File: config.mk
export PLATFORM = sky130hd
export DESIGN_NAME = event_throttle_timer_table
export DESIGN_NICKNAME = d
export VERILOG_FILES = /design/src/rtl/core/etl_pkg.sv /design/src/rtl/core/etl_slot_ram.sv /design/src/rtl/core/etl_seq.sv /design/src/rtl/core/event_throttle_timer_table.sv
export VERILOG_INCLUDE_DIRS = /design/src /design/src/rtl/core
export SDC_FILE = /design/constraint.sdc
export NUM_CORES = 1
export LEC_CHECK = 0
export ABC_CLOCK_PERIOD_IN_PS = 8600
export CAP_MARGIN = 10
export CORE_MARGIN = 2
export CORE_UTILIZATION = 55
export CTS_BUF_LIST = sky130_fd_sc_hd__clkbuf_16
export DETAILED_ROUTE_END_ITERATION = 10
export DONT_BUFFER_PORTS = 1
export GPL_ROUTABILITY_DRIVEN = 0
export PLACE_DENSITY = 0.72
export SYNTH_ARGS = -nofsm -noshare
export SYNTH_HDL_FRONTEND = slang
export SYNTH_SLANG_ARGS = --single-unit
File: constraint.sdc
create_clock -name i_clk -period 8.6 [get_ports i_clk]
set_input_delay 0.86 -clock i_clk [delete_from_list [all_inputs] [get_ports i_clk]]
set_output_delay 0.86 -clock i_clk [all_outputs]
set_load 0.03 [all_outputs]
File: src/rtl/core/assert_macros.svh
// assertion macros for the rtl files, included by etl_seq
// clocked forms with and without a reset qualifier
`ifndef ASSERT_MACROS_SVH
`define ASSERT_MACROS_SVH
`ifndef NO_ASSERTIONS
// property checked at each rising edge, masked while reset is low
`define ASSERT_CLK(label, clk, rst_n, prop) \
    label: assert property (@(posedge clk) disable iff (!(rst_n)) (prop)) \
        else $error("assertion failed");
// property checked at each rising edge, reset included
`define ASSERT_ALWAYS(label, clk, prop) \
    label: assert property (@(posedge clk) (prop)) \
        else $error("assertion failed");
`else
`define ASSERT_CLK(label, clk, rst_n, prop)
`define ASSERT_ALWAYS(label, clk, prop)
`endif
`endif

File: src/rtl/core/etl_pkg.sv
// types and constants of the event throttle timer table
// used by etl_seq and the top level, no dependencies
`timescale 1ns / 1ps

package etl_pkg;

    localparam int NUM_EVENTS = 16;
    localparam int IDX_W      = (NUM_EVENTS > 1) ? $clog2(NUM_EVENTS) : 1;
    localparam int ID_W       = 4;
    localparam int KIND_W     = 2;
    localparam int IVL_W      = 16;
    localparam int TICK_W     = 32;

    typedef enum logic [KIND_W-1:0] {
        KIND_REGISTER = 2'd0,
        KIND_SUBMIT   = 2'd1,
        KIND_TICK     = 2'd2
    } t_kind;

    typedef enum logic [2:0] {
        ST_IDLE,
        ST_SUB_WR,
        ST_SCAN,
        ST_DRAIN,
        ST_EMIT
    } t_state;

    typedef struct packed {
        logic [IVL_W-1:0]  interval;
        logic [TICK_W-1:0] deadline;
    } t_slot;

    localparam int SLOT_W = $bits(t_slot);

    typedef struct packed {
        logic             we;
        logic [IDX_W-1:0] waddr;
        t_slot            wdata;
        logic [IDX_W-1:0] raddr;
    } t_ram_req;

    typedef struct packed {
        logic            valid;
        logic [ID_W-1:0] id;
        logic            last;
    } t_fire;

endpackage

File: src/rtl/core/etl_slot_ram.sv
// generic single-write, single-read synchronous ram with registered read data
// no dependencies
`timescale 1ns / 1ps

module etl_slot_ram #(
    parameter int DATA_W = 48,
    parameter int DEPTH  = 16,
    parameter int ADDR_W = (DEPTH > 1) ? $clog2(DEPTH) : 1
) (
    input  logic              i_clk,
    input  logic              i_we,
    input  logic [ADDR_W-1:0] i_waddr,
    input  logic [DATA_W-1:0] i_wdata,
    input  logic [ADDR_W-1:0] i_raddr,
    output logic [DATA_W-1:0] o_rdata
);

    logic [DATA_W-1:0] r_mem [DEPTH];
    logic [DATA_W-1:0] r_rdata;

    always_ff @(posedge i_clk) begin
        if (i_we) begin
            r_mem[i_waddr] <= i_wdata;
        end
    end

    always_ff @(posedge i_clk) begin
        r_rdata <= r_mem[i_raddr];
    end

    assign o_rdata = r_rdata;

endmodule

File: src/rtl/core/etl_seq.sv
// sequencer: slot flags, tick counter, submit read-modify-write and tick scan
// depends on etl_pkg and assert_macros.svh, drives etl_slot_ram
`timescale 1ns / 1ps
`include "assert_macros.svh"

module etl_seq import etl_pkg::*; (
    input  logic              i_clk,
    input  logic              i_rst_n,
    input  logic              i_cfg_wen,
    input  logic              i_cfg_wdata,
    input  logic              i_in_valid,
    output logic              o_in_ready,
    input  logic [KIND_W-1:0] i_kind,
    input  logic [ID_W-1:0]   i_slot_id,
    input  logic [IVL_W-1:0]  i_interval,
    output t_ram_req          o_ram,
    input  t_slot             i_ram_rdata,
    output t_fire             o_fire,
    input  logic              i_fire_ready
);

    localparam logic [IDX_W-1:0] LAST_IDX = IDX_W'(NUM_EVENTS - 1);

    t_state             r_state, n_state;
    logic [IDX_W-1:0]   r_idx, n_idx;
    logic [IDX_W-1:0]   r_sub_idx;
    logic               r_chk_valid;
    logic [IDX_W-1:0]   r_chk_idx;
    logic [TICK_W-1:0]  r_tick;
    logic               r_fire_en;
    logic [NUM_EVENTS-1:0] r_reg;
    logic [NUM_EVENTS-1:0] r_pend;
    logic [NUM_EVENTS-1:0] r_due;

    logic               id_ok;
    logic [IDX_W-1:0]   id_idx;
    logic [TICK_W-1:0]  age;
    logic               slot_due;
    logic               higher_due;
    logic               fire_take;
    logic               do_register;
    logic               do_arm;
    logic               do_tick;

    assign id_ok  = int'(i_slot_id) < NUM_EVENTS;
    assign id_idx = IDX_W'(i_slot_id);

    // due when the counter has reached the deadline, modulo wrap
    assign age      = r_tick - i_ram_rdata.deadline;
    assign slot_due = !age[TICK_W-1];

    always_comb begin
        higher_due = 1'b0;
        for (int k = 0; k < NUM_EVENTS; k++) begin
            if (r_due[k] && (IDX_W'(k) > r_idx)) begin
                higher_due = 1'b1;
            end
        end
    end

    always_comb begin
        n_state      = r_state;
        n_idx        = r_idx;
        o_in_ready   = 1'b0;
        do_register  = 1'b0;
        do_arm       = 1'b0;
        do_tick      = 1'b0;
        o_ram.we     = 1'b0;
        o_ram.waddr  = id_idx;
        o_ram.wdata  = '{interval: i_interval, deadline: '0};
        o_ram.raddr  = id_idx;
        o_fire.valid = 1'b0;
        o_fire.id    = ID_W'(r_idx);
        o_fire.last  = !higher_due;
        fire_take    = 1'b0;
        case (r_state)
            ST_IDLE: begin
                o_in_ready = 1'b1;
                if (i_in_valid) begin
                    case (t_kind'(i_kind))
                        KIND_REGISTER: begin
                            if (id_ok) begin
                                do_register = 1'b1;
                                o_ram.we    = 1'b1;
                            end
                        end
                        KIND_SUBMIT: begin
                            if (id_ok && r_reg[id_idx] && !r_pend[id_idx]) begin
                                do_arm  = 1'b1;
                                n_state = ST_SUB_WR;
                            end
                        end
                        KIND_TICK: begin
                            do_tick = 1'b1;
                            if (r_fire_en) begin
                                n_idx   = '0;
                                n_state = ST_SCAN;
                            end
                        end
                        default: begin
                        end
                    endcase
                end
            end
            ST_SUB_WR: begin
                // interval arrives from the read issued on accept
                o_ram.we    = 1'b1;
                o_ram.waddr = r_sub_idx;
                o_ram.wdata = '{interval: i_ram_rdata.interval,
                                deadline: r_tick + TICK_W'(i_ram_rdata.interval)};
                n_state     = ST_IDLE;
            end
            ST_SCAN: begin
                o_ram.raddr = r_idx;
                if (r_idx == LAST_IDX) begin
                    n_state = ST_DRAIN;
                end else begin
                    n_idx = r_idx + 1'b1;
                end
            end
            ST_DRAIN: begin
                n_idx   = '0;
                n_state = ST_EMIT;
            end
            ST_EMIT: begin
                o_fire.valid = r_due[r_idx];
                fire_take    = r_due[r_idx] && i_fire_ready;
                if (!r_due[r_idx] || i_fire_ready) begin
                    if (r_idx == LAST_IDX) begin
                        n_state = ST_IDLE;
                    end else begin
                        n_idx = r_idx + 1'b1;
                    end
                end
            end
            default: begin
                n_state = ST_IDLE;
            end
        endcase
    end

    always_ff @(posedge i_clk) begin
        if (!i_rst_n) begin
            r_state <= ST_IDLE;
        end else begin
            r_state <= n_state;
        end
    end

    always_ff @(posedge i_clk) begin
        if (!i_rst_n) begin
            r_idx       <= '0;
            r_chk_valid <= 1'b0;
            r_tick      <= '0;
            r_fire_en   <= 1'b0;
            r_reg       <= '0;
            r_pend      <= '0;
            r_due       <= '0;
        end else begin
            r_idx       <= n_idx;
            r_chk_valid <= (r_state == ST_SCAN);
            if (i_cfg_wen) begin
                r_fire_en <= i_cfg_wdata;
            end
            if (do_tick) begin
                r_tick <= r_tick + 1'b1;
            end
            if (do_register) begin
                r_reg[id_idx]  <= 1'b1;
                r_pend[id_idx] <= 1'b0;
            end
            if (r_state == ST_SUB_WR) begin
                r_pend[r_sub_idx] <= 1'b1;
            end
            if (r_chk_valid) begin
                r_due[r_chk_idx] <= r_pend[r_chk_idx] && slot_due;
                if (r_pend[r_chk_idx] && slot_due) begin
                    r_pend[r_chk_idx] <= 1'b0;
                end
            end
            if (fire_take) begin
                r_due[r_idx] <= 1'b0;
            end
        end
    end

    always_ff @(posedge i_clk) begin
        r_chk_idx <= r_idx;
        if (do_arm) begin
            r_sub_idx <= id_idx;
        end
    end

    `ASSERT_CLK(a_idle_no_due, i_clk, i_rst_n, (r_state == ST_IDLE) |-> (r_due == '0))
    `ASSERT_CLK(a_fire_in_emit, i_clk, i_rst_n, o_fire.valid |-> (r_state == ST_EMIT))
    `ASSERT_CLK(a_arm_sets_pend, i_clk, i_rst_n,
                (r_state == ST_SUB_WR) |=> (r_state == ST_IDLE) && r_pend[$past(r_sub_idx)])
    `ASSERT_CLK(a_scan_no_input, i_clk, i_rst_n,
                (r_state == ST_SCAN || r_state == ST_DRAIN || r_state == ST_EMIT) |-> !o_in_ready)

endmodule

File: src/rtl/core/event_throttle_timer_table.sv
// top level of the event throttle timer table: stream ports and output register
// depends on etl_pkg, etl_seq and etl_slot_ram
`timescale 1ns / 1ps

// Usage
// Requests enter on the s_axis channel: tuser holds the kind (register,
// submit, tick), tdata holds the event id and, for register, the interval.
// Fired events leave on the m_axis channel, one id per beat, tlast on the
// final id fired by a tick. i_cfg_wen with i_cfg_wdata sets firing enable.
// A register request writes its interval into the slot ram on accept. A
// submit that arms its slot reads the interval from the slot ram, then
// writes the deadline back. A tick with firing enabled scans the slot ram,
// one read a cycle, then passes a drain state and walks every slot, giving
// each due slot's id to the output register. A tick with firing disabled
// only advances the counter.
// A receiver stall holds the walk on the waiting id; the output register lets
// the block keep taking requests while the last beat waits.
// Reset clears the counter, all registered and pending flags, and firing
// enable; the slot ram needs no clearing.
module event_throttle_timer_table import etl_pkg::*; (
    input  logic        i_clk,
    input  logic        i_rst_n,
    input  logic        i_cfg_wen,
    input  logic        i_cfg_wdata,
    input  logic        s_axis_tvalid,
    output logic        s_axis_tready,
    input  logic [23:0] s_axis_tdata,   // slot_id [3:0], interval [19:4], zero fill
    input  logic [1:0]  s_axis_tuser,   // kind [1:0]
    output logic        m_axis_tvalid,
    input  logic        m_axis_tready,
    output logic [7:0]  m_axis_tdata,   // fired_id [3:0], zero fill
    output logic        m_axis_tlast
);

    t_ram_req          ram_req;
    t_slot             ram_rdata;
    t_fire             fire;
    logic              fire_ready;

    logic              r_out_valid;
    logic [ID_W-1:0]   r_out_id;
    logic              r_out_last;

    etl_seq u_seq (
        .i_clk        (i_clk),
        .i_rst_n      (i_rst_n),
        .i_cfg_wen    (i_cfg_wen),
        .i_cfg_wdata  (i_cfg_wdata),
        .i_in_valid   (s_axis_tvalid),
        .o_in_ready   (s_axis_tready),
        .i_kind       (s_axis_tuser),
        .i_slot_id    (s_axis_tdata[ID_W-1:0]),
        .i_interval   (s_axis_tdata[ID_W+IVL_W-1:ID_W]),
        .o_ram        (ram_req),
        .i_ram_rdata  (ram_rdata),
        .o_fire       (fire),
        .i_fire_ready (fire_ready)
    );

    etl_slot_ram #(
        .DATA_W (SLOT_W),
        .DEPTH  (NUM_EVENTS),
        .ADDR_W (IDX_W)
    ) u_ram (
        .i_clk   (i_clk),
        .i_we    (ram_req.we),
        .i_waddr (ram_req.waddr),
        .i_wdata (ram_req.wdata),
        .i_raddr (ram_req.raddr),
        .o_rdata (ram_rdata)
    );

    // output register refills in the cycle its beat is taken
    assign fire_ready = !r_out_valid || m_axis_tready;

    always_ff @(posedge i_clk) begin
        if (!i_rst_n) begin
            r_out_valid <= 1'b0;
        end else if (fire_ready) begin
            r_out_valid <= fire.valid;
        end
    end

    always_ff @(posedge i_clk) begin
        if (fire_ready && fire.valid) begin
            r_out_id   <= fire.id;
            r_out_last <= fire.last;
        end
    end

    assign m_axis_tvalid = r_out_valid;
    assign m_axis_tdata  = {{(8 - ID_W){1'b0}}, r_out_id};
    assign m_axis_tlast  = r_out_last;

endmodule
After elaboration in Yosys (flattened, before gate mapping) --
Memories as Yosys holds them, arrays and structs flattened. A register that Yosys moved wholly into a read port is not among the register bits. Cells that the tools add are included.
Word-level totals: input port bits 32, memory bits (writable) 768, output and inout bits 11, memories 1, register bits after elaboration 103
Cells by class: add/sub/neg operators 4, mux-type cells 74, bitwise gates (word level) 8, reductions and logical operators 36, equal/unequal tests 16, order comparisons 24
Memories:
- u_ram.r_mem | words 16, bits a word 48, read ports 1, clocked after memory_dff 1, wr ports 1, RTL line etl_slot_ram.sv:18 | logic [DATA_W-1:0] r_mem [DEPTH];
Operators by type and width (number):
- 16-bit 2-to-1 mux | 9
- 52-bit 2-to-1 mux | 1
- 16-bit bitwise AND | 3
- 16-bit NOT | 3
- 1-bit 2-to-1 mux | 39
- 32-bit by 1-bit adder with 32-bit output (second input constant) | 1
- 32-bit by 16-bit adder with 32-bit output | 1
- 4-bit greater-than comparator (first input constant) | 8
- 16-bit OR | 2
- 32-bit subtractor | 1
- 1-bit logical AND | 24
- 4-bit 2-to-1 mux | 6
- 4-bit by 5-bit less-than comparator with 1-bit output (second input constant) | 4
- 3-bit 2-to-1 mux | 6
- 1-bit binary-select mux with 4-bit select | 4
- 16-bit bitwise mux | 1
- 1-bit demux with 4-bit select | 4
- 4-bit by 1-bit >= comparator with 1-bit output (second input constant) | 4
- 3-bit by 4-bit greater-than comparator with 1-bit output (first input constant) | 4
- 4-bit one-hot mux with 4 select lines | 1
- 3-bit one-hot mux with 4 select lines | 1
- 1-bit by 4-bit greater-than comparator with 1-bit output (first input constant) | 2
- 2-bit by 4-bit greater-than comparator with 1-bit output (first input constant) | 2
- 2-bit by 1-bit != test with 1-bit output (second input constant) | 4
- other kinds (19) | 27

Depth between registers and ports, before layout --
word-level depth 19, mapped depth 10, mapped depth without buffers 9

Cells and area by module --
A second synthesis with hierarchy kept.
Second synthesis, totals: cell total of the unflattened synthesis 2192, area total of the unflattened synthesis 37194.4 sq um
Modules (own cells, without submodules):
- etl_slot_ram | area an instance 29691.0 sq um, sequential area each 24023.0 sq um, instances 1, cells each 1242
- etl_seq | area an instance 7262.0 sq um, sequential area each 1981.9 sq um, instances 1, cells each 935
- event_throttle_timer_table | area an instance 241.5 sq um, sequential area each 170.2 sq um, instances 1, cells each 15

Worst setup path after synthesis --
Ideal clock, no wire load.
kind flip-flop to flip-flop, from register u_seq.r_state[1], to memory u_ram.r_mem[6][0], enable pin, slack 4.483 ns, cell stages (with the launch flop) 9, arrival 3.663 ns, period minus slack after synthesis 4.117 ns, setup time 0.454 ns, data required time 8.146 ns, cells stage by stage dfxtp_1 buf_6 or3_1 buf_6 inv_1 and3_1 buf_2 a31oi_1 nor2_1
Between the ends: longest elaborated chain between the ends 4, elaborated cells on any way between the ends 6
RTL lines:
- start: declaration | RTL line etl_seq.sv:24 | t_state r_state, n_state;
- start signal: assignment | RTL line etl_seq.sv:146 | r_state <= n_state;
- 3-bit by 1-bit equality test with 1-bit output or 3-bit zero test (tied branches) | RTL line etl_seq.sv:76 | case (r_state)
- 1-bit one-hot mux with 2 select lines | RTL line etl_seq.sv:76
- 1-bit 2-to-1 mux | RTL line etl_slot_ram.sv:22 | if (i_we) begin
- 1-bit 2-to-1 mux (not written as such) | RTL line etl_slot_ram.sv:23 | r_mem[i_waddr] <= i_wdata;
- end: declaration | RTL line etl_slot_ram.sv:18
Several ways; a longest one is shown, not always the timed one.

Final worst setup path --
from register u_seq.r_state[2], to memory u_ram.r_mem[5][7], enable pin
The elaborated chain is that of the path after synthesis.

==> reports/results.md <==
| Step | Parameter | This run |
|:---|:---|:---|
| logic synthesis | Share of Yosys cell area claimed by the top area cell type | 0.621 |
| route | Number of design-rule violations left by the first detailed-router iteration | 2371 |
| logic synthesis | Post-synthesis sequential element count | 919 |
| placed design | Post-detailed-placement half-perimeter wirelength | 42200 um |
| critical path | Family with the most delay on the worst path | simple AND/OR/NAND/NOR gates |
| logic synthesis | Count of yosys warnings during synthesis | 0 |
| critical path | CP Cell Sequence | or3_1 -> inv_1 -> and3_1 -> a31oi_1 -> nor2_4 -> buf_4 |
| logic synthesis | Post-synthesis sequential area ratio | 0.697 |
| floorplan | Std-Cell Rows | 95 |
| route | Total iterations of the first detailed-routing run | 9 |
| timing | Number of hold violations in the final report | 0 |
| layout | Area grow syn2layout | 10.1% |
| job | MaxCap Viol Count | 0 |
| pwr | Combinational share of power | 0.052 |
| route | Final ANT Viol Nets | 0 |
| pwr | Worst vdd rail ir drop | 182 uV |
| layout | Flip-flop count of the largest register, all copies and words added | 768 |
| layout | Antenna cell count | 0 |
| logic synthesis | Dominant cell type by area after synthesis | edfxtp_1 |
| logic synthesis | Number of flops mapped to enable cells by yosys | 777 |
| floorplan | DIE HEIGHT | 265 um |
| cts | Clock buffer depth | 3 |
| cts | TritonCTS clock tree | built |
| logic synthesis | Synthesized netlist cell count | 2327 |
| floorplan | Core ar. | 67400 um^2 |
| cts | Cells resized by post-CTS repair | 0 |
| layout | Register with the highest flop count | u_ram.r_mem |
| critical path | Worst path arrival time | 4.78 ns |
| grt | Wire length of the first global-routing pass | 128000 um |
| timing | Unrepaired setup endpoints after global routing | no |
| pwr | Sw frac | 0.218 |
| grt | Total Routing Usage GR | 0.243 |
| logic synthesis | Mean instance size in the synthesized netlist | 16.1 um^2 |
| logic synthesis | Most numerous cell types in the synthesized netlist | edfxtp_1, nand2_1, mux4_2, dfxtp_1, nor2_1 |
| timing | Maximum clock rate | 224 MHz |
| logic synthesis | Main flop type after synthesis | edfxtp_1 |
| placed design | Number of port buffers | 0 |
| cts | Clock tree root driver cell | clkbuf_16 |
| pwr | Sequential group share of total power | 0.537 |
| grt | Initial antenna violation count | 2 |
| placed design | Placed cell areas | 38500 um^2 |
| logic synthesis | Count of distinct cell types in the synthesized netlist | 70 |
| timing | Worst slew margin relative to its limit | 0.185 |
| pwr | LEAKAGE | 13.4 nW |
| layout | Sequential Area | 26200 um^2 |
| route | Final Routed Wirelength | 84800 um |
| route | Average routed wire per standard cell | 25.9 um |
| critical path | Critical-path top delay cell | nor2_4 |
| floorplan | Top-level port count | 43 |
| cts | Post-CTS setup buffer count | 0 |
| pwr | Sw power | 2.00 mW |
| logic synthesis | Ys async rst share | 0 |
| floorplan | Die Span X | 265 um |
| critical path | Bufs and invs on worst path | 2 |
| timing | Summed negative setup slack over all endpoints | 0 ns |
| route | Vias per std cell | 6.40 |
| layout | Fraction of layout instances using a drive strength above 1 | 0.163 |
| min path | Hold_sp | s_axis_tdata[1] |
| cts | TritonCTS buffer count | 89 |
| critical path | Required arrival time at the worst endpoint | 8.90 ns |
| min path | Hold/Removal Path Class | in2reg |
| pwr | Tot Pwr | 9.15 mW |
| critical path | Worst setup SP type | flop |
| critical path | Slowest Stage Delay on Critical Path | 1.07 ns |
| timing | Final count of negative-setup-slack endpoints | 0 |
| route | Detailed-route DRC error count | 0 |
| grt | GRT overflow | 0 |
| route | Total number of vias | 21.0k |
| cts | # clock sinks | 919 |
| grt | Vias in the first global route | 20.9k |
| cts | Clock insertion delay at the later pin of the skew report | 0.67 ns |
| timing | Final worst path period need | 4.47 ns |
| critical path | Crit path from | u_seq.r_state[2] |
| pwr | Internal Pwr Total | 7.16 mW |
| timing | Fraction of the cycle the final worst path needs | 0.520 |
| critical path | Crit Path Class | reg2reg |
| layout | Fill cell total of the finished layout | 4764 |
| timing | Worst clock skew on the final layout | 0.0323 ns |
| timing | Slew of the pin with the lowest slew margin | 1.22 ns |
| layout | Area taken by multi-input logic gates | 10800 um^2 |
| cts | Hold buffer count at cts | 0 |
| status | Run status | finished, final reports clean |
| cts | Maximum level of the CTS H-tree | 3 |
| logic synthesis | Area of the mapped netlist | 37600 um^2 |
| logic synthesis | Cell types occupying the most area after synthesis | edfxtp_1, mux4_2, dfxtp_1 |
| logic synthesis | Most repeated cell in the gate-level netlist after synthesis | edfxtp_1 |
| floorplan | Die footprint | 70400 um^2 |
| pwr | Clock power frac | 0.411 |
| critical path | R2r startpoint | u_seq.r_state[2] |
| layout | Cell area after layout | 41400 um^2 |
| floorplan | Effective utilization at floorplan | 0.557 |
| grt | Maximum number of pins on one net before global-route repair | 130 |
| critical path | Largest fanout on the critical path | 26 |
| timing | Slew Limit Fails | 0 |
| pwr | Power density over the cells | 221 nW/um^2 |
| layout | Nets@finish | 2420 |
| critical path | Endpoint kind of the worst setup timing path | flop |
| cts | Clock-pin transition on the worst setup and hold timing paths | 0.06 ns |
[kinds of logic (layout without fill, tap and decap cells)]
| logic type | count (synthesis) | count (layout) | synth area share |
|---|---|---|---|
| DFF | 919 | 919 | 0.697 |
| and+or+nand+nor | 578 | 578 | 0.0718 |
| AOI/OAI and AO/OA | 340 | 340 | 0.0603 |
| muxes | 206 | 206 | 0.120 |
| buffers and inverters | 182 | 259 | 0.0216 |
| adders and majority gates | 55 | 55 | 0.0185 |
| xor gates and xnor gates | 46 | 46 | 0.0107 |
| other | 1 | 4 | 0.0000999 |
[cell type report]
type                            count  share of cell area
Sequential cell                   919               0.633
Timing Repair Buffer               34             0.00678
Multi-Input combinational cell   1229               0.260
Tap cell                          873              0.0264
Clock buffer                       89              0.0539
Inverter                           60             0.00545
Clock inverter                     76              0.0144
[worst paths after layout]
check | to | slack [ns] | depth (start not counted)
worst min-delay path | u_seq.r_sub_idx[1] | 0.31 | 0
worst max register to register | u_ram.r_mem[5][7] | 4.13 | 6
worst max-delay path | u_ram.r_mem[5][7] | 4.13 | 6
worst min register to register | u_seq.r_reg[0] | 0.46 | 2
[power groups by stage]
| stage | sequential [mW] | combinational (mW) | clock, mW |
|---|---|---|---|
| 2_1_floorplan | 4.99 | 0.353 | 0 |
| 3_3_place_gp | 5.01 | 0.460 | 0 |
| 3_5_place_dp | 5.01 | 0.473 | 0 |
| 4_1_cts | 4.92 | 0.476 | 3.82 |
| 5_1_grt | 4.92 | 0.517 | 3.99 |
| 6_report | 4.92 | 0.473 | 3.76 |
[layer usage]
| metal | up-vias | global-route usage | routed length (um) |
|---|---|---|---|
| met5 | - | 0 | 0 |
| met1 | 10745 | 0.340 | 34500 |
| met4 | 0 | 0.0797 | 2250 |
| li1 | 9115 | - | - |
| met3 | 149 | 0.0358 | 6320 |
| met2 | 985 | 0.397 | 41700 |
[worst register-to-register path, cell delays in order (launching register included)]
cell     delay (ns)
dfxtp_1        0.45
or3_1          0.67
inv_1          0.38
and3_1         0.45
a31oi_1        0.45
nor2_4         1.07
buf_4          0.64
[layout by cell type, fill, tap and decap left out, types with 10 or more instances in the layout]
cell type / Yosys / final
a211oi_1: 59 / 59
a21oi_1: 52 / 49
mux4_2: 195 / 195
dfxtp_1: 142 / 142
nor3_1: 19 / 18
nand3_1: 35 / 35
nand2b_1: 18 / 18
nand4_1: 17 / 17
inv_1: 58 / 86
edfxtp_1: 777 / 777
nor2_1: 142 / 126
nor2_4: 0 / 16
and3_1: 12 / 12
ha_1: 54 / 54
nand2_1: 223 / 223
xnor2_1: 34 / 34
buf_4: 15 / 32
or3_1: 17 / 17
o311a_1: 11 / 11
xor2_1: 12 / 12
a31oi_1: 55 / 55
o31ai_1: 11 / 11
clkbuf_16: 0 / 89
clkinv_2: 0 / 14
o2111ai_1: 10 / 10
a21o_1: 12 / 11
and2_1: 54 / 54
o21ai_0: 68 / 68
clkinv_1: 1 / 20
[per-stage QoR]
stage / hold WS [ns] / utilization / cells / setup WS, ns
floorplan: 0.372 / - / 2330 / 4.48
finish: 0.315 / 0.614 / 3280 / 4.13
global placement: 0.440 / 0.572 / 3115 / 4.29
detailed placement: 0.453 / 0.572 / 3115 / 4.23
global route: 0.292 / 0.614 / 3280 / 4.01
CTS: 0.281 / 0.613 / 3280 / 4.22
No activity file was read; power rests on OpenSTA's default activity.
